--- config.mk ---
export PLATFORM = sky130hd
export DESIGN_NAME = pat_ctrl
export DESIGN_NICKNAME = d
export VERILOG_FILES = /design/src/sv/pat_pkg.sv /design/src/sv/pat_ctrl.sv
export SDC_FILE = /design/constraint.sdc
export NUM_CORES = 1
export LEC_CHECK = 0
export BUFFER_PORTS_ARGS = -buffer_cell sky130_fd_sc_hd__buf_2
export CORE_UTILIZATION = 48
export DETAILED_ROUTE_END_ITERATION = 8
export PLACE_DENSITY = 0.77
export SETUP_SLACK_MARGIN = 0.02
export SYNTH_ARGS = -nofsm -noshare
export SYNTH_HDL_FRONTEND = slang
export SYNTH_SLANG_ARGS = --single-unit
--- constraint.sdc ---
create_clock -name clk -period 3.4 [get_ports clk]
set_input_delay 0.34 -clock clk [delete_from_list [all_inputs] [get_ports clk]]
set_output_delay 0.34 -clock clk [all_outputs]
set_load 0.02 [all_outputs]
--- src/sv/pat_pkg.sv ---
`timescale 1ns / 1ps
`default_nettype none
// Shared types and constants of the paged address translator.
// No dependencies; imported by pat_alloc, pat_ctrl, the top level and the bench.

package pat_pkg;

	localparam int NUM_TABLES_DEF = 4;
	localparam int PAGE_SHIFT_DEF = 16;

	localparam int TID_W       = 4;   // table id field width
	localparam int CNT_W       = 5;   // counts up to 16 tables
	localparam int MEM_BYTES_W = 33;

	localparam logic [MEM_BYTES_W-1:0] MEM_BYTES_RST = 33'h1_0000_0000;

	// command codes
	localparam logic [2:0] CMD_CREATE    = 3'd0;
	localparam logic [2:0] CMD_DESTROY   = 3'd1;
	localparam logic [2:0] CMD_LOAD      = 3'd2;
	localparam logic [2:0] CMD_MAP       = 3'd3;
	localparam logic [2:0] CMD_UNMAP     = 3'd4;
	localparam logic [2:0] CMD_GET       = 3'd5;
	localparam logic [2:0] CMD_TRANSLATE = 3'd6;

	// status codes
	localparam logic [2:0] ST_OK        = 3'd0;
	localparam logic [2:0] ST_INVALID   = 3'd1;
	localparam logic [2:0] ST_BADADDR   = 3'd2;
	localparam logic [2:0] ST_FAULT     = 3'd3;
	localparam logic [2:0] ST_EXHAUSTED = 3'd4;

	typedef struct packed {
		logic [2:0]  command;
		logic [7:0]  table_index;
		logic [31:0] vaddr;
		logic [31:0] phys_offset;
		logic [31:0] prot;
		logic        wr_access;
	} in_t;

	typedef struct packed {
		logic [2:0]       status;
		logic [TID_W-1:0] table_out;
		logic [31:0]      phys_out;
		logic [31:0]      entry_prot;
	} out_t;

	// table id allocator requests
	typedef struct packed {
		logic             pop;
		logic             fresh;
		logic             push;
		logic [TID_W-1:0] push_id;
	} alloc_op_t;

	typedef struct packed {
		logic [CNT_W-1:0] created;
		logic [CNT_W-1:0] count;
		logic [TID_W-1:0] top_id;
	} alloc_stat_t;

endpackage

`default_nettype wire

--- src/sv/pat_ctrl.sv ---
`timescale 1ns / 1ps
`default_nettype none
// Command sequencer: reads the page entry, decides, writes back, sweeps
// tables clean on fresh create and destroy. Depends on pat_pkg.

module pat_ctrl
	import pat_pkg::*;
#(
	parameter int NUM_TABLES = NUM_TABLES_DEF,
	parameter int PAGE_SHIFT = PAGE_SHIFT_DEF,
	localparam int TW = (NUM_TABLES > 1) ? $clog2(NUM_TABLES) : 1,
	localparam int PW = 32 - PAGE_SHIFT,
	localparam int EW = 1 + PW + 32,
	localparam int AW = TW + PW
) (
	input  wire logic                   clk,
	input  wire logic                   arst_n,
	input  wire logic                   in_valid,
	output logic                        in_ready,
	input  wire in_t                    in_data,
	output logic                        out_valid,
	input  wire logic                   out_ready,
	output out_t                        out_data,
	input  wire logic [MEM_BYTES_W-1:0] mem_bytes,
	output alloc_op_t                   alloc_op,
	input  wire alloc_stat_t            alloc_stat,
	output logic                        rd_en,
	output logic [TW+PW-1:0]            rd_addr,
	input  wire logic [1+PW+32-1:0]     rd_data,
	output logic                        wr_en,
	output logic [TW+PW-1:0]            wr_addr,
	output logic [1+PW+32-1:0]          wr_data
);

	typedef enum logic [1:0] {S_IDLE, S_EXEC, S_CLEAR, S_RESP} state_t;

	state_t          state_q;
	in_t             req_q;
	out_t            res_q;
	out_t            out_q;
	logic            out_valid_q;
	logic [TW-1:0]   active_q;
	logic [TW-1:0]   clr_tbl_q;
	logic [PW-1:0]   clr_page_q;

	// entry fields from the read port
	logic            rd_vld;
	logic [PW-1:0]   rd_frame;
	logic [31:0]     rd_prot;

	logic            tbl_ok, act_ok, misal, over, perm;
	logic [MEM_BYTES_W-1:0] page_end;
	logic [TW-1:0]   sel_tbl;
	logic [AW-1:0]   ex_addr;

	out_t            ex_res;
	logic            ex_wr;
	logic [EW-1:0]   ex_wdata;
	logic            ex_clr;
	logic [TW-1:0]   ex_clr_tbl;
	logic            ex_load;
	alloc_op_t       ex_aop;
	logic            out_free;
	logic            out_take;

	assign in_ready  = (state_q == S_IDLE);
	assign out_valid = out_valid_q;
	assign out_data  = out_q;
	assign out_free  = !out_valid_q || out_ready;
	// result register loads this cycle
	assign out_take  = out_free && (((state_q == S_EXEC) && !ex_clr) || (state_q == S_RESP));

	// read issued on the accept edge
	assign sel_tbl = (in_data.command == CMD_TRANSLATE) ? active_q
	                                                    : in_data.table_index[TW-1:0];
	assign rd_en   = in_valid && in_ready;
	assign rd_addr = {sel_tbl, in_data.vaddr[31 -: PW]};

	assign rd_vld   = rd_data[EW-1];
	assign rd_frame = rd_data[32 +: PW];
	assign rd_prot  = rd_data[31:0];

	assign ex_addr  = {req_q.table_index[TW-1:0], req_q.vaddr[31 -: PW]};
	assign tbl_ok   = req_q.table_index < 8'(alloc_stat.created);
	assign act_ok   = CNT_W'(active_q) < alloc_stat.created;
	assign misal    = (|req_q.vaddr[PAGE_SHIFT-1:0]) ||
	                  (|req_q.phys_offset[PAGE_SHIFT-1:0]);
	assign page_end = {1'b0, req_q.phys_offset} + (MEM_BYTES_W'(1) << PAGE_SHIFT);
	assign over     = page_end > mem_bytes;
	assign perm     = req_q.wr_access ? rd_prot[1] : rd_prot[0];

	always_comb begin
		ex_res        = '0;
		ex_res.status = ST_INVALID;
		ex_wr         = 1'b0;
		ex_wdata      = '0;
		ex_clr        = 1'b0;
		ex_clr_tbl    = req_q.table_index[TW-1:0];
		ex_load       = 1'b0;
		ex_aop        = '0;
		case (req_q.command)
			CMD_CREATE: begin
				if (alloc_stat.count != '0) begin
					ex_aop.pop       = 1'b1;
					ex_res.status    = ST_OK;
					ex_res.table_out = alloc_stat.top_id;
				end else if (alloc_stat.created < CNT_W'(NUM_TABLES)) begin
					// fresh table: sweep it before first use
					ex_aop.fresh     = 1'b1;
					ex_res.status    = ST_OK;
					ex_res.table_out = alloc_stat.created[TID_W-1:0];
					ex_clr           = 1'b1;
					ex_clr_tbl       = alloc_stat.created[TW-1:0];
				end else begin
					ex_res.status = ST_EXHAUSTED;
				end
			end
			CMD_DESTROY: begin
				if (tbl_ok && (alloc_stat.count < CNT_W'(NUM_TABLES))) begin
					ex_aop.push    = 1'b1;
					ex_aop.push_id = req_q.table_index[TID_W-1:0];
					ex_clr         = 1'b1;
					ex_res.status  = ST_OK;
				end
			end
			CMD_LOAD: begin
				if (tbl_ok) begin
					ex_load       = 1'b1;
					ex_res.status = ST_OK;
				end
			end
			CMD_MAP: begin
				if (!tbl_ok || misal) begin
					ex_res.status = ST_INVALID;
				end else if (over) begin
					ex_res.status = ST_BADADDR;
				end else begin
					ex_wr         = 1'b1;
					ex_wdata      = {1'b1, req_q.phys_offset[31 -: PW], req_q.prot};
					ex_res.status = ST_OK;
				end
			end
			CMD_UNMAP, CMD_GET: begin
				if (!tbl_ok) begin
					ex_res.status = ST_INVALID;
				end else if (!rd_vld) begin
					ex_res.status = ST_BADADDR;
				end else begin
					ex_res.status     = ST_OK;
					ex_res.phys_out   = {rd_frame, {PAGE_SHIFT{1'b0}}};
					ex_res.entry_prot = rd_prot;
					ex_wr             = (req_q.command == CMD_UNMAP);
				end
			end
			CMD_TRANSLATE: begin
				if (!rd_vld || !act_ok || !perm) begin
					ex_res.status = ST_FAULT;
				end else begin
					ex_res.status   = ST_OK;
					ex_res.phys_out = {rd_frame, req_q.vaddr[PAGE_SHIFT-1:0]};
				end
			end
			default: begin
				ex_res.status = ST_INVALID;
			end
		endcase
	end

	assign alloc_op = (state_q == S_EXEC) ? ex_aop : '0;

	always_comb begin
		wr_en   = 1'b0;
		wr_addr = ex_addr;
		wr_data = ex_wdata;
		case (state_q)
			S_EXEC: begin
				wr_en = ex_wr;
			end
			S_CLEAR: begin
				wr_en   = 1'b1;
				wr_addr = {clr_tbl_q, clr_page_q};
				wr_data = '0;
			end
			default: begin
				wr_en = 1'b0;
			end
		endcase
	end

	always_ff @(posedge clk or negedge arst_n) begin
		if (!arst_n) begin
			state_q     <= S_IDLE;
			req_q       <= '0;
			res_q       <= '0;
			out_q       <= '0;
			out_valid_q <= 1'b0;
			active_q    <= '0;
			clr_tbl_q   <= '0;
			clr_page_q  <= '0;
		end else begin
			if (out_take) begin
				out_valid_q <= 1'b1;
			end else if (out_valid_q && out_ready) begin
				out_valid_q <= 1'b0;
			end
			case (state_q)
				S_IDLE: begin
					if (in_valid) begin
						req_q   <= in_data;
						state_q <= S_EXEC;
					end
				end
				S_EXEC: begin
					if (ex_load) begin
						active_q <= req_q.table_index[TW-1:0];
					end
					if (ex_clr) begin
						res_q      <= ex_res;
						clr_tbl_q  <= ex_clr_tbl;
						clr_page_q <= '0;
						state_q    <= S_CLEAR;
					end else if (out_free) begin
						out_q   <= ex_res;
						state_q <= S_IDLE;
					end else begin
						res_q   <= ex_res;
						state_q <= S_RESP;
					end
				end
				S_CLEAR: begin
					clr_page_q <= clr_page_q + PW'(1);
					if (&clr_page_q) begin
						state_q <= S_RESP;
					end
				end
				S_RESP: begin
					if (out_free) begin
						out_q   <= res_q;
						state_q <= S_IDLE;
					end
				end
				default: begin
					state_q <= S_IDLE;
				end
			endcase
		end
	end

endmodule

`default_nettype wire

==> results.md <==
- The area growth from synthesis to layout is 31.69%.
- The die covers 28770 um2.
- The initial antenna violation count is 10.
- The checks that failed: setup timing.
- The worst hold path terminates at req_q[35].
- From left edge to right edge, the die measures 169.6 um.
- Summing every instance area after synthesis gives 13480 um2.
- After detailed routing, the number of vias per cell comes to around 5.4.
- The number of vias in the routed layout is 11.63k.
- The post-detailed-route count of antenna-violating nets is 0.
- The highest achievable clock rate is 237.8 MHz.
- Of all nets on the critical path, the largest fanout is 6.
- Leaving out fill and tap cells, the most frequent cells in the layout are sky130_fd_sc_hd__buf_2, sky130_fd_sc_hd__dfrtp_1, sky130_fd_sc_hd__nand2_1.
- The count of buffers inserted at the top-level ports is roughly 370.
- The arrival time of data at the critical path endpoint is 3.86 ns.
- The startpoint identified for the worst hold timing path is in_data[35].
- The number of flops mapped to enable cells by yosys is 0.
- The first global-routing pass estimated 58640 um of wire.
- The commonest non-fill, non-tap cell in the layout is sky130_fd_sc_hd__buf_2.
- In this run the worst hold path is classified as input port to flop.
- The routed design has 40340 um of wire.
- The flow ran to the end, but the final reports show violations.
- Entering global routing, the biggest net connects between 100 and 150 pins.
- The worst-case reg-to-reg path depth is 13.
- The y dimension of the die is 169.6 um.
- The startpoint identified for the worst register-to-register timing path is req_q[49].
- The number of slew-limit violations in the final report came to 0.
- For this design the ratio of total power to cell area is 393.6 nW/um2.
- The post-route cell area is 17760 um2.
- For the worst setup path, the data required time is between 3 and 4 ns.
- The critical path goes through ha_2 > inv_2 > nor2_4 > nand3_2 > xnor2_1 > ha_1 > nand3_2 > or4_4 > nor3_4 > a41o_1 > a31oi_4 > nor3b_4 > buf_6 > clkbuf_16 > and2_1 > buf_4.
- The analysis attributes to cell leakage a power of 0.009077 uW.
- The residual DRC count is 0.
- Counting tap cells, the placed design contains a total of 2058 instances.
- The slowest stage of the critical path is the sky130_fd_sc_hd__or4_4 cell.
- The total global routing overflow is 0.
- The number of warnings issued by yosys is 0.
- Pin placement for this block handled 375 I/O pins.
- The worst path in the final design needs a cycle of 4.204 ns, including I/O delays and setup.
- The worst setup path is launched from a flop.
- The number of buffers on the longest clock path is 3.
- Setup repair after global routing could not meet its margin everywhere.
- For this run, the slowest stage of the critical path takes 0.50 ns.
- Once placement finished, the instance area stood at 15860 um2.
- In this run the critical register-to-register path is captured at out_data[69].
- The tool flagged a number of max-cap violations equal to 0.
- The worst-case IR drop observed on VDD is roughly 0.58 mV.
- The clock drives 273 sinks.
- The clock root buffer is sky130_fd_sc_hd__clkbuf_16.
- In the final layout, the share of cells above drive strength 1 is 38.04%.
- For this run, the number of standard cells in the final layout without fillers is 2156.
- The most used flip-flop cell after synthesis is sky130_fd_sc_hd__dfrtp_1.
- TritonCTS built the clock tree.
- The post-CTS clock slew at the launch and capture registers of the worst setup and hold paths is approximately 0.060 ns.
- The setup clock skew after layout is 0.01857 ns.
- The post-layout net count is 2006.
- At the pin with the least slew margin, the transition time is just under 0.9 ns.
- The detailed router finished its first iteration with 700 violations.
- Dividing the synthesized area by the synthesized cell count gives 9.842 um2.
- The half-perimeter wire length after detailed placement is ~26000 um.
- The post-synth net total is ~1.6k.
- By startpoint and endpoint, the worst setup path is classified as flop to primary output.
- Synthesis instantiated 61 different standard cells from the library.
- The initial utilization of the core area, before any placement, comes to roughly 49%.
- The cell family contributing the most delay on the critical path is simple AND/OR/NAND/NOR gates.
- The worst hold path cell count is 2.
- The total iterations of the first detailed-routing run is 5.
- By instance count, the cell type seen most on the critical path is sky130_fd_sc_hd__nand3_2.
- In this run the number of H-tree levels came out at 1.
- At the later pin of the worst-skew pair, clock insertion delay measures 0.55 ns.
- The number of standard cells after synthesis is 1370.
- At the end of routability-driven placement, the weighted congestion stood at 0.9026.
- The number of global-route vias before repair is 11.30k.
- The final-report hold violation count came to 0.
- After synthesis, the share of flip-flops with an asynchronous set or reset is 100.0%.
- The total setup violations reported at the end of the flow is 50.
- The register-to-register setup slack is between 0.2 and 0.3 ns.
- The worst path uses 123.7% of the clock period.
- For this run, the total global-route usage over all layers was measured as 25.64%.
- The number of buffers and inverters on the critical path is 4.
- STA classifies the critical path endpoint as a primary output.
- The row count is 60.
- The worst-case headroom to the max-slew limit is a little over two fifths.
- The final worst setup slack is -0.8045 ns.
- Counting the buffers created by CTS gives 31.
- In the final routed layout, each cell accounts on average for 18.71 um.
- The share of synthesized area occupied by flip-flops and latches is 50.66%.
- The post-synthesis register bit count is between 200 and 300.
- The core region area is about 27000 um2.
-- logic make-up (layout without fill, tap and decap cells) --
group,count (synthesis),in the layout,synth area share (%)
multiplexers,126,126,10.51
AO/OA/AOI/OAI,284,284,12.27
flip-flops,273,273,50.66
buffers and inverters,142,549,4.667
AND/OR/NAND/NOR,475,475,16.12
XOR/XNOR,26,26,1.689
other,0,7,0
adder cells (fa/ha/maj),44,44,4.083
-- final cells by class --
| class | instances | area [um2] |
|---|---|---|
| inverters | 48 | 180.2 |
| flip-flops and latches | 273 | 6832 |
| well taps | 372 | 465.4 |
| clock buffers | 40 | 829.5 |
| repair buffers | 445 | 2957 |
| diodes | 7 | 17.52 |
| multi-input cells | 955 | 6280 |
| fillers | 2068 | 9494 |
| clock inverters | 16 | 196.4 |
-- cells in the mapped netlist (all sizes together), types with 12 or more instances --
| library cell | number | area, um2 |
|---|---|---|
| nor3 | 15 | 85.08 |
| nand3 | 15 | 75.07 |
| clkbuf | 48 | 183.9 |
| nand4 | 12 | 75.07 |
| nand2 | 196 | 735.7 |
| inv | 48 | 180.2 |
| dfrtp | 273 | 6832 |
| nor2 | 135 | 506.7 |
| ha | 44 | 550.5 |
| o21ai | 94 | 474.2 |
| xnor2 | 22 | 192.7 |
| a21oi | 121 | 605.6 |
| o21a | 19 | 142.6 |
| buf | 46 | 265.3 |
| mux2 | 125 | 1408 |
| o211ai | 19 | 142.6 |
| and2 | 56 | 350.3 |
-- registers in the layout, indices dropped and copies added, names as in the netlist, named ones only --
signal	flops
req_q	90
clr_page_q	16
out_data	71
state_q	1
active_q	2
ex_addr	18
out_valid	1
res_q	71
clr_tbl_q	2
-- worst max path at each step --
stage,startpoint,depth (start not counted),slack [ns],endpoint
finish,req_q[49],16,-0.80,wr_data[7]
global route,req_q[49],17,-1.0,wr_data[21]
CTS,req_q[52],15,-0.67,wr_data[27]
detailed placement,req_q[52],16,-0.16,wr_data[27]
global placement,req_q[52],15,-0.01,wr_data[29]
floorplan,req_q[51],15,0.03,wr_data[32]
-- repair_timing --
| item | in CTS | in global routing |
|---|---|---|
| cloned | 0 | 7 |
| resized for setup | 61 | 87 |
| buffers inserted | 5 | 5 |
| hold buffers | 19 | 0 |
| endpoints found under the hold margin | 113 | 0 |
| setup endpoints to repair | 50 | 50 |
| pin swaps | 1 | 8 |
-- power breakdown --
| part | internal [uW] | leakage, uW | total, uW | switching, uW |
|---|---|---|---|---|
| Clock | 2020 | 0.000507 | 3360 | 1340 |
| Sequential | 3250 | 0.00372 | 3250 | 0.0000000000000484 |
| Combinational | 157 | 0.00485 | 382 | 225 |
-- routing by layer --
metal / part of all wire (%) / wire length, um / GRT usage (%) / up-vias
li1: - / - / - / 5446
met1: 39 / 15650 / 31.12 / 5601
met2: 49 / 19940 / 44.57 / 459
met3: 6.9 / 2774 / 5.924 / 116
met4: 4.8 / 1952 / 8.931 / 4
met5: 0.057 / 23 / 0 / -
-- stage by stage --
stage               hold slack (ns)  util [%]  setup slack (ns)  setup TNS [ns]  power [uW]
CTS                       0.0002294     63.41           -0.6732          -32.17        7044
finish                      0.01998     65.16           -0.8045          -37.74        6988
detailed placement           0.4488     58.19           -0.1597          -6.855        3662
global route                0.01446     65.13           -0.9952          -47.07        7214
global placement             0.4415     58.19          -0.01247         -0.1574        3654
floorplan                   0.04441         -           0.02871               0        3429
No activity file was read; power rests on OpenSTA's default activity.
