**config.mk**
```make
export PLATFORM = sky130hd
export DESIGN_NAME = pat_alloc
export DESIGN_NICKNAME = d
export VERILOG_FILES = /design/src/sv/pat_pkg.sv /design/src/sv/pat_alloc.sv
export SDC_FILE = /design/constraint.sdc
export NUM_CORES = 1
export LEC_CHECK = 0
export ABC_CLOCK_PERIOD_IN_PS = 1640
export BUFFER_PORTS_ARGS = -buffer_cell sky130_fd_sc_hd__clkbuf_2
export CAP_MARGIN = 5
export CORE_UTILIZATION = 52
export CTS_CLUSTER_DIAMETER = 30
export DETAILED_ROUTE_END_ITERATION = 8
export GPL_TIMING_DRIVEN = 0
export MAX_ROUTING_LAYER = met4
export PLACE_DENSITY = 0.78
export SYNTH_ARGS = -nofsm -noshare
export SYNTH_HDL_FRONTEND = slang
export SYNTH_SLANG_ARGS = --single-unit
```
**constraint.sdc**
```tcl
create_clock -name clk -period 1.64 [get_ports clk]
set_input_delay 0.082 -clock clk [delete_from_list [all_inputs] [get_ports clk]]
set_output_delay 0.082 -clock clk [all_outputs]
set_load 0.02 [all_outputs]
```
**src/sv/pat_pkg.sv**
```systemverilog
`timescale 1ns / 1ps
`default_nettype none
// Shared types and constants of the paged address translator.
// No dependencies; imported by pat_alloc, pat_ctrl, the top level and the bench.

package pat_pkg;

	localparam int NUM_TABLES_DEF = 4;
	localparam int PAGE_SHIFT_DEF = 16;

	localparam int TID_W       = 4;   // table id field width
	localparam int CNT_W       = 5;   // counts up to 16 tables
	localparam int MEM_BYTES_W = 33;

	localparam logic [MEM_BYTES_W-1:0] MEM_BYTES_RST = 33'h1_0000_0000;

	// command codes
	localparam logic [2:0] CMD_CREATE    = 3'd0;
	localparam logic [2:0] CMD_DESTROY   = 3'd1;
	localparam logic [2:0] CMD_LOAD      = 3'd2;
	localparam logic [2:0] CMD_MAP       = 3'd3;
	localparam logic [2:0] CMD_UNMAP     = 3'd4;
	localparam logic [2:0] CMD_GET       = 3'd5;
	localparam logic [2:0] CMD_TRANSLATE = 3'd6;

	// status codes
	localparam logic [2:0] ST_OK        = 3'd0;
	localparam logic [2:0] ST_INVALID   = 3'd1;
	localparam logic [2:0] ST_BADADDR   = 3'd2;
	localparam logic [2:0] ST_FAULT     = 3'd3;
	localparam logic [2:0] ST_EXHAUSTED = 3'd4;

	typedef struct packed {
		logic [2:0]  command;
		logic [7:0]  table_index;
		logic [31:0] vaddr;
		logic [31:0] phys_offset;
		logic [31:0] prot;
		logic        wr_access;
	} in_t;

	typedef struct packed {
		logic [2:0]       status;
		logic [TID_W-1:0] table_out;
		logic [31:0]      phys_out;
		logic [31:0]      entry_prot;
	} out_t;

	// table id allocator requests
	typedef struct packed {
		logic             pop;
		logic             fresh;
		logic             push;
		logic [TID_W-1:0] push_id;
	} alloc_op_t;

	typedef struct packed {
		logic [CNT_W-1:0] created;
		logic [CNT_W-1:0] count;
		logic [TID_W-1:0] top_id;
	} alloc_stat_t;

endpackage

`default_nettype wire

```
**src/sv/pat_alloc.sv**
```systemverilog
`timescale 1ns / 1ps
`default_nettype none
// Table id allocator: fresh id counter plus LIFO of destroyed ids.
// Depends on pat_pkg.

module pat_alloc
	import pat_pkg::*;
#(
	parameter int NUM_TABLES = NUM_TABLES_DEF
) (
	input  wire logic        clk,
	input  wire logic        arst_n,
	input  wire alloc_op_t   op,
	output alloc_stat_t      stat
);

	localparam int SW = (NUM_TABLES > 1) ? $clog2(NUM_TABLES) : 1;

	logic [TID_W-1:0] stack_q [NUM_TABLES];
	logic [CNT_W-1:0] count_q;
	logic [CNT_W-1:0] created_q;
	logic [CNT_W-1:0] count_dec;

	assign count_dec = count_q - CNT_W'(1);

	assign stat.created = created_q;
	assign stat.count   = count_q;
	assign stat.top_id  = stack_q[count_dec[SW-1:0]];

	always_ff @(posedge clk or negedge arst_n) begin
		if (!arst_n) begin
			count_q   <= '0;
			created_q <= '0;
		end else begin
			if (op.pop) begin
				count_q <= count_dec;
			end else if (op.push) begin
				count_q <= count_q + CNT_W'(1);
			end
			if (op.fresh) begin
				created_q <= created_q + CNT_W'(1);
			end
		end
	end

	// stack entries hold no reset; only entries below the count are used
	always_ff @(posedge clk) begin
		if (op.push) begin
			stack_q[count_q[SW-1:0]] <= op.push_id;
		end
	end

endmodule

`default_nettype wire

```
==> results.txt, run 1 <==
Setup_tns -> -0.265 ns
Sequential area share after synthesis -> 65.6%
Drt wl/cell -> 14.6 um
# rows -> 16
Final setup viols -> 4
Post-route design area -> 0.00143 mm2
Register area -> 732 um2
Area growth, synth to finish -> 28.2%
Via/cell ratio -> 5.03
Share of post-route cells with drive strength above 1 -> 40.8%
Count of different cell masters after synthesis -> 20
Crit path time final -> 1.72 ns
Synth Register Bits -> 26
Number of global-route vias before repair -> 609
First-pass GRT wire length -> 2860 um
Fin crit share -> 105%
F_max -> 581 MHz
Critical path fanouts, max -> 5
Yosys top cell area share -> 43.1%
Critical path arrival -> 1.64 ns
Clk root buf -> clkbuf_4
H-tree depth -> 1
Dpl cell area -> 0.00126 mm2
Routed Antenna Nets -> 0
IO buf count -> 22
GPL Wtd Cong -> 0.783
Initial antenna violation count -> 0
Largest net degree at the start of global routing -> 15
Headroom to the max-slew limit -> 82.2%
Reg2reg start -> count_q[0]
Clk_skew -> 0.00116 ns
Final Non-Filler Cells -> 130
Finished Core Util -> 72.0%
DRT Wirelength -> 1890 um
Ant. Diodes -> 0
Hold Vio Cnt, Final -> 0
Final HPWL DP -> 1310 um
Startpoint Class -> register
Cells after synthesis -> 66
Failing checks -> setup timing
Clock-pin transition on the worst setup and hold timing paths -> 0.13 ns
Drt pass-1 iters -> 2
IO Pins -> 23
Worst reg2reg setup slack -> 0.21 ns
Ys Warns -> 0
Most frequent cells in the layout -> 18 x clkbuf_2, 16 x edfxtp_1, 9 x dfrtp_1, 6 x xnor2_1
Total grt overflow -> 0
Worst setup margin -> -0.0810 ns
Die X -> 48.3 um
Hold Startpoint -> op[5]
Leak pwr -> 0.588 nW
Total power -> 2.85 mW
Die Y -> 48.3 um
Power per standard cell area -> 1990 mW/mm2
Final Slew Violations -> 0
Commonest non-fill, non-tap cell in the layout -> clkbuf_2
Multi-input gate area -> 369 um2
Hold Slack -> 0.00710 ns
Number of buffers created by CTS -> 3
Core area -> 0.00198 mm2
Initial DRC Count -> 5
Hold Path Class -> in2reg
Worst setup startpoint -> count_q[0]
Maximum VDD drop -> 1.23 mV
Starting density of the core -> 56.2%
CTS tree -> done
Largest cells by area after synthesis -> edfxtp_1 43%, dfrtp_1 22%, mux4_2 8.1%
FILL cells -> 137
Vias -> 654
Mapped cell area -> 0.00111 mm2
Clock Sink Count -> 26
Nets -> 118
Syn_nets -> 80
Clk_lat worst skew -> 0.30 ns
Slew @ Worst Pin -> 0.266 ns
Status -> finished, violations left
Crit Path Class -> reg2out
Cell taking the most area after synthesis -> edfxtp_1
DRC viols -> 0
Max_cap viols -> 0
Clock Path Buffers -> 2
Required time worst endpoint -> 1.56 ns
Pre-CTS setup slack -> -0.0506 ns
RSZ-0062 raised after global routing -> yes
Syn avg cell area -> 16.9 um2
Die area -> 0.00233 mm2
Placed insts -> 115
Total track usage -> 19.6%
CP endpoint kind -> output pin
[synthesized netlist by cell type, drive strengths merged]
| library cell | instances |
|---|---|
| o21ai | 1 |
| nor2b | 1 |
| mux2 | 1 |
| a41oi | 2 |
| nor3b | 1 |
| xor2 | 2 |
| nor2 | 1 |
| nor4b | 1 |
| mux4 | 4 |
| xnor2 | 6 |
| dfrtp | 10 |
| and2 | 3 |
| inv | 4 |
| and4bb | 1 |
| nand2 | 3 |
| a221o | 1 |
| ha | 5 |
| edfxtp | 16 |
| nand4 | 2 |
| buf | 1 |
[registers in the layout (all words and copies together), names as in the netlist]
signal and cells:
count_q 5, created_q 5, stack_q 16
[path summary, 6_finish.rpt]
path / end / cells past startpoint
max: stat[0] / 5
min: created_q[0] / 2
max reg2reg: count_q[3] / 6
min reg2reg: count_q[4] / 1
max in group asynchronous: count_q[1] / 2
min in group asynchronous: created_q[1] / 2
[worst max-delay path, cell delays in order (launching register included)]
cell and delay, ns:
dfrtp_1 0.41, buf_6 0.12, inv_4 0.04, ha_4 0.30
mux4_2 0.33, buf_8 0.15
[layer usage]
layer / up-vias / track usage, % / part of all wire, %
li1: 323 / - / -
met1: 319 / 28.7 / 46
met2: 12 / 28.5 / 51
met3: 0 / 3.33 / 2.4
met4: 0 / 5.00 / 0
met5: - / - / 0
[cells by family (layout without fill, tap and decap cells)]
family / count (synthesis) / count (layout) / share of synthesized area [%]
xor gates and xnor gates: 8 / 8 / 6.29
buffers and inverters: 5 / 42 / 2.36
DFF: 26 / 26 / 65.6
and+or+nand+nor: 13 / 13 / 8.09
AOI/OAI and AO/OA: 4 / 4 / 2.92
muxes: 5 / 5 / 9.10
adders and majority gates: 5 / 5 / 5.62
[repair_timing]
item / 4_1_cts / 5_1_grt
pin swaps: 1 / 1
endpoints found under the setup margin: 5 / 4
endpoints found under the hold margin: 25 / 0
hold buffers: 5 / 0
gates resized for setup: 7 / 10
buffers inserted: 5 / 1
[area by class of cell]
class	instances	share of cell area, %
clock inverter	1	0.263
timing repair buffer	33	16.7
tap	27	2.37
inverter	4	1.23
buffer	1	0.789
multi-input combinational	35	25.9
sequential	26	51.3
clock buffer	3	1.58
[power breakdown]
| part | switching, mW | total, mW | internal (mW) | leakage, nW |
|---|---|---|---|---|
| combinational | 0.760 | 1.53 | 0.773 | 0.309 |
| sequential | 0.141 | 1.05 | 0.910 | 0.264 |
| clock | 0.175 | 0.263 | 0.0888 | 0.0154 |
| total | 1.08 | 2.85 | 1.77 | 0.588 |
(Power assumes the default switching activity.)
==> run 2: changes to the inputs <==
PLACE_DENSITY = 0.8   (was 0.78)
SKIP_CTS_REPAIR_TIMING = 1   (was default)
SLEW_MARGIN = 20   (was default)
==> run 2 against run 1 <==
  * The run still ends with setup timing left
  * Non-clock buffer count did not move
  * Clock power rose by 19%
  * Worst setup slack got worse by 0.016 ns
  * Clock skew rose by 0.0012 ns
  * First-iteration DRC count fell by 40%
  * Worst hold slack improved by 0.097 ns
  * Sequential power barely moved
  * Utilization rose by 0.25 points
  * Via count rose by 0.76%
  * Largest cell class unchanged
==> results.txt, run 2 (synthesized netlist as in run 1, its figures left out) <==
Status -> finished, violations left (unchanged)
Failing checks -> setup timing (unchanged)
Initial antenna violation count -> 0 (unchanged)
Share of post-route cells with drive strength above 1 -> 40.8% (unchanged)
Crit-path leading delay family -> multiplexers (was flip-flops)
Number of global-route vias before repair -> 582 (was 609)
Nets -> 118 (unchanged)
Most frequent CP cell -> buf_6
Hold Vio Cnt, Final -> 0 (unchanged)
Crit Path Class -> reg2out (unchanged)
Reg power frac -> 36.4% (was 36.9%)
Drt wl/cell -> 14.6 um (unchanged)
DRC viols -> 0 (unchanged)
CP endpoint kind -> output pin (unchanged)
Total track usage -> 17.4% (was 19.6%)
Power per standard cell area -> 2010 mW/mm2 (was 1990 mW/mm2)
Maximum VDD drop -> 1.26 mV (was 1.23 mV)
Largest net degree at the start of global routing -> 15 (unchanged)
Clk_lat worst skew -> 0.32 ns (was 0.30 ns)
Critical path fanouts, max -> 4 (was 5)
Area growth, synth to finish -> 28.7% (was 28.2%)
Slew @ Worst Pin -> 0.253 ns (was 0.266 ns)
Worst path cell trace -> buf_6 -> buf_4 -> mux4_2 -> buf_6 (was buf_6 -> inv_4 -> ha_4 -> mux4_2 -> buf_8)
CTS tree -> done (unchanged)
Clock Path Buffers -> 2 (unchanged)
Max_cap viols -> 0 (unchanged)
Clk_skew -> 0.00233 ns (was 0.00116 ns)
NetSw -> 1.08 mW (about the same)
Total grt overflow -> 0 (unchanged)
Final Slew Violations -> 0 (unchanged)
Dpl cell area -> 0.00126 mm2 (unchanged)
Die area -> 0.00233 mm2 (unchanged)
Startpoint Class -> register (unchanged)
F_max -> 576 MHz (was 581 MHz)
Die X -> 48.3 um (unchanged)
# rows -> 16 (unchanged)
Core area -> 0.00198 mm2 (unchanged)
Clock share of power -> 10.9% (was 9.3%)
Most frequent cells in the layout -> 18 x clkbuf_2, 16 x edfxtp_1, 9 x dfrtp_1, 6 x xnor2_1, 6 x dlygate4sd3_1 (was 18 x clkbuf_2, 16 x edfxtp_1, 9 x dfrtp_1, 6 x xnor2_1)
H-tree depth -> 1 (unchanged)
RSZ-0062 raised after global routing -> yes (unchanged)
Number of buffers created by CTS -> 3 (unchanged)
Die Y -> 48.3 um (unchanged)
Int Power -> 1.80 mW (was 1.77 mW)
Setup_tns -> -0.372 ns (was -0.265 ns)
Clk root buf -> clkbuf_4 (unchanged)
Combinational power share -> 52.7% (was 53.9%)
Finished Core Util -> 72.3% (was 72.0%)
Max incr delay on CP -> 0.51 ns (was 0.41 ns)
Post-route design area -> 0.00143 mm2 (about the same)
DRT Wirelength -> 1890 um (unchanged)
IO Pins -> 23 (unchanged)
Max FFs per register -> 16 (unchanged)
Worst setup margin -> -0.0971 ns (was -0.0810 ns)
First-pass GRT wire length -> 2520 um (was 2860 um)
IO buf count -> 22 (unchanged)
Placed insts -> 115 (unchanged)
Sw frac -> 37.5% (was 37.8%)
Initial DRC Count -> 3 (was 5)
GPL Wtd Cong -> 0.717 (was 0.783)
Final HPWL DP -> 1330 um (was 1310 um)
Headroom to the max-slew limit -> 83.2% (was 82.2%)
Final Non-Filler Cells -> 130 (unchanged)
Routed Antenna Nets -> 0 (unchanged)
CP Buf/Inv Count -> 3 (unchanged)
Fin crit share -> 106% (was 105%)
Clock Sink Count -> 26 (unchanged)
Starting density of the core -> 56.2% (unchanged)
Required time worst endpoint -> 1.56 ns (about the same)
Critical path arrival -> 1.66 ns (was 1.64 ns)
Commonest non-fill, non-tap cell in the layout -> clkbuf_2 (unchanged)
Critical-path top delay cell -> mux4_2 (was dfrtp_1)
Ant. Diodes -> 0 (unchanged)
Clock-pin transition on the worst setup and hold timing paths -> 0.13 ns (about the same)
Crit path time final -> 1.74 ns (was 1.72 ns)
Via/cell ratio -> 5.07 (was 5.03)
Vias -> 659 (was 654)
Drt pass-1 iters -> 2 (unchanged)
Leak pwr -> 0.590 nW (was 0.588 nW)
Hold Path Class -> in2reg (unchanged)
Final setup viols -> 4 (unchanged)
Hold Slack -> 0.104 ns (was 0.00710 ns)
[run 2: cell types whose count changed in the layout (fill, tap and decap cells not counted), sizes merged]
cell / change
buf: -1
clkbuf: +1
clkinv: -1
dlygate4sd3: +1
[run 2: area by class of cell]
class,instances,area (um2)
Sequential cell,26,732
Fill cell,130,549
Multi-Input combinational cell,35,369
Timing Repair Buffer,33,233
Clock buffer,4,36.3
Tap cell,27,33.8
Inverter,4,17.5
Buffer,1,11.3
[run 2: layer usage]
| metal | part of all wire, % | track usage [%] |
|---|---|---|
| met5 | 0 | - |
| met4 | 1.8 | 8.33 |
| met3 | 3.0 | 3.33 |
| met2 | 55 | 28.0 |
| met1 | 41 | 20.9 |
[run 2: path summary, 6_finish.rpt]
path	endpoint	slack, ns	from	cells past startpoint
max	stat[3]	-0.1	count_q[0]	4
min	count_q[1]	0.10	op[6]	2
min reg2reg	created_q[4]	0.48	created_q[4]	1
max in group asynchronous	count_q[1]	1.28	arst_n	2
max reg2reg	count_q[1]	0.21	count_q[0]	7
min in group asynchronous	created_q[1]	0.14	arst_n	2
[run 2: power groups by stage]
stage	combinational, mW	clock, mW	sequential, mW
2_1_floorplan	0.679	0	1.22
3_3_place_gp	1.14	0	1.07
3_5_place_dp	1.18	0	1.09
4_1_cts	1.19	0.322	1.08
5_1_grt	1.63	0.353	1.07
6_report	1.52	0.313	1.05
[run 2: metrics by stage]
stage	total power, mW	worst slack [ns]
floorplan	1.90	0.0709
global placement	2.21	0.0170
detailed placement	2.27	-0.0384
CTS	2.59	-0.413
global route	3.06	-0.176
finish	2.88	-0.0971
==> run 3: changes to the inputs <==
ABC_CLOCK_PERIOD_IN_PS = 2000   (was 1640)
CORE_UTILIZATION = 32   (was 52)
PLACE_DENSITY = 0.55   (was 0.8)
clock period = 2 ns   (was 1.64 ns; I/O delays follow)
==> run 3 against run 2 <==
  * Utilization down 29 points
  * Cell area up 0.79%
  * Clock-buffer cell count down 1
  * Critical path depth unchanged
  * Worst setup slack better by 0.24 ns
  * Non-clock buffer count unchanged
  * The run now ends clean
  * Largest power group unchanged
  * Cell count up 15%
  * Total power down 19%
==> results.txt, run 3 (synthesized netlist as in run 1, its figures left out) <==
Headroom to the max-slew limit -> 83.1% (was 83.2%)
Final Slew Violations -> 0 (unchanged)
Number of buffers created by CTS -> 3 (unchanged)
CP endpoint kind -> output pin (unchanged)
Clock Path Buffers -> 2 (unchanged)
H-tree depth -> 1 (unchanged)
Final setup viols -> 0 (was 4)
Finished Core Util -> 43.3% (was 72.3%)
Number of global-route vias before repair -> 563 (was 582)
Worst setup margin -> 0.145 ns (was -0.0971 ns)
RSZ-0062 raised after global routing -> no (was yes)
Most frequent cells in the layout -> 22 x clkbuf_2, 16 x edfxtp_1, 10 x dfrtp_1, 6 x xnor2_1, 6 x dlygate4sd3_1 (was 18 x clkbuf_2, 16 x edfxtp_1, 9 x dfrtp_1, 6 x xnor2_1, 6 x dlygate4sd3_1)
Die X -> 61.0 um (was 48.3 um)
Slew @ Worst Pin -> 0.254 ns (was 0.253 ns)
Area growth, synth to finish -> 29.7% (was 28.7%)
F_max -> 539 MHz
Total power -> 2.32 mW (was 2.88 mW)
Clk_lat worst skew -> 0.33 ns (was 0.32 ns)
Initial antenna violation count -> 0 (unchanged)
Final HPWL DP -> 1290 um (was 1330 um)
Clk root buf -> clkbuf_4 (unchanged)
First-pass GRT wire length -> 2670 um (was 2520 um)
Total track usage -> 10.9% (was 17.4%)
Total grt overflow -> 0 (unchanged)
FILL cells -> 330 (was 130)
Share of post-route cells with drive strength above 1 -> 38.8% (was 40.8%)
Max_cap viols -> 0 (unchanged)
Fin crit share -> 92.7%
Die Y -> 61.0 um (was 48.3 um)
# rows -> 21 (was 16)
DRT Wirelength -> 1860 um (was 1890 um)
Clock Sink Count -> 26 (unchanged)
Final Non-Filler Cells -> 149 (was 130)
Max FFs per register -> 16 (unchanged)
Hold Slack -> 0.136 ns (was 0.104 ns)
Die area -> 0.00372 mm2 (was 0.00233 mm2)
Starting density of the core -> 33.4% (was 56.2%)
Routed Antenna Nets -> 0 (unchanged)
Via/cell ratio -> 4.56 (was 5.07)
Hold Vio Cnt, Final -> 0 (unchanged)
Drt pass-1 iters -> 4 (was 2)
Commonest non-fill, non-tap cell in the layout -> clkbuf_2 (unchanged)
Critical path arrival -> 1.75 ns (was 1.66 ns)
Clock-pin transition on the worst setup and hold timing paths -> 0.15 ns (was 0.13 ns)
IO buf count -> 22 (unchanged)
Leak pwr -> 0.591 nW (was 0.590 nW)
Vias -> 679 (was 659)
Largest net degree at the start of global routing -> 16 (was 15)
DRC viols -> 0 (unchanged)
Ant. Diodes -> 0 (unchanged)
Required time worst endpoint -> 1.90 ns (was 1.56 ns)
Initial DRC Count -> 15 (was 3)
Drt wl/cell -> 12.4 um (was 14.6 um)
Core area -> 0.00334 mm2 (was 0.00198 mm2)
Maximum VDD drop -> 0.646 mV (was 1.26 mV)
Critical path fanouts, max -> 7 (was 4)
Placed insts -> 134 (was 115)
Crit Path Class -> reg2out (unchanged)
Power per standard cell area -> 1600 mW/mm2 (was 2010 mW/mm2)
Nets -> 118 (unchanged)
CTS tree -> done (unchanged)
IO Pins -> 23 (unchanged)
Clk_skew -> 0.0184 ns (was 0.00233 ns)
Startpoint Class -> register (unchanged)
Pre-CTS setup slack -> 0.288 ns (was -0.0384 ns)
Crit path time final -> 1.85 ns
Hold Path Class -> in2async (was in2reg)
Status -> complete, no violations (was finished, violations left)
GPL Wtd Cong -> 0.673 (was 0.717)
[run 3: layout make-up]
class | instances | area, um2 | area share, %
Sequential cell | 26 | 731 | 50.6
Multi-Input combinational cell | 35 | 369 | 25.6
Timing Repair Buffer | 33 | 208 | 14.4
Tap cell | 46 | 57.6 | 3.99
Clock inverter | 1 | 30.0 | 2.08
Clock buffer | 3 | 22.5 | 1.56
Inverter | 4 | 15.0 | 1.04
Buffer | 1 | 11.3 | 0.780
[run 3: power breakdown]
group          internal, mW  leakage, nW  switching [mW]
clock                 0.203       0.0279           0.162
combinational         0.510        0.299           0.568
sequential            0.744        0.265           0.130
[run 3: worst max-delay path, cell delays in order (launching register included)]
cell and delay, ns:
dfrtp_1 0.50, inv_1 0.13, ha_4 0.33, mux4_2 0.30, clkbuf_2 0.17
[run 3: worst paths after layout]
path,endpoint,startpoint,depth (start not counted),slack [ns]
min in group clk,count_q[1],op[6],2,0.14
max in group asynchronous,count_q[0],arst_n,2,1.64
worst min register to register,count_q[4],count_q[4],1,0.48
worst max-delay path,stat[3],count_q[1],4,0.15
worst min-delay path,created_q[1],arst_n,2,0.14
worst max register to register,count_q[1],count_q[1],4,0.56
[run 3: routing by layer]
metal  part of all wire (%)  GRT usage [%]  up-vias
met5                      0              -        -
met4                    2.0           5.84        0
met3                    3.8           2.56        4
met2                     47           15.2       18
met1                     47           14.6      335
li1                       -              -      322
[run 3: per-stage QoR]
step	area, um2	TNS (ns)
2_1_floorplan	1110	0
3_3_place_gp	1280	0
3_5_place_dp	1280	0
4_1_cts	1330	-0.292
5_1_grt	1440	0
6_report	1440	0
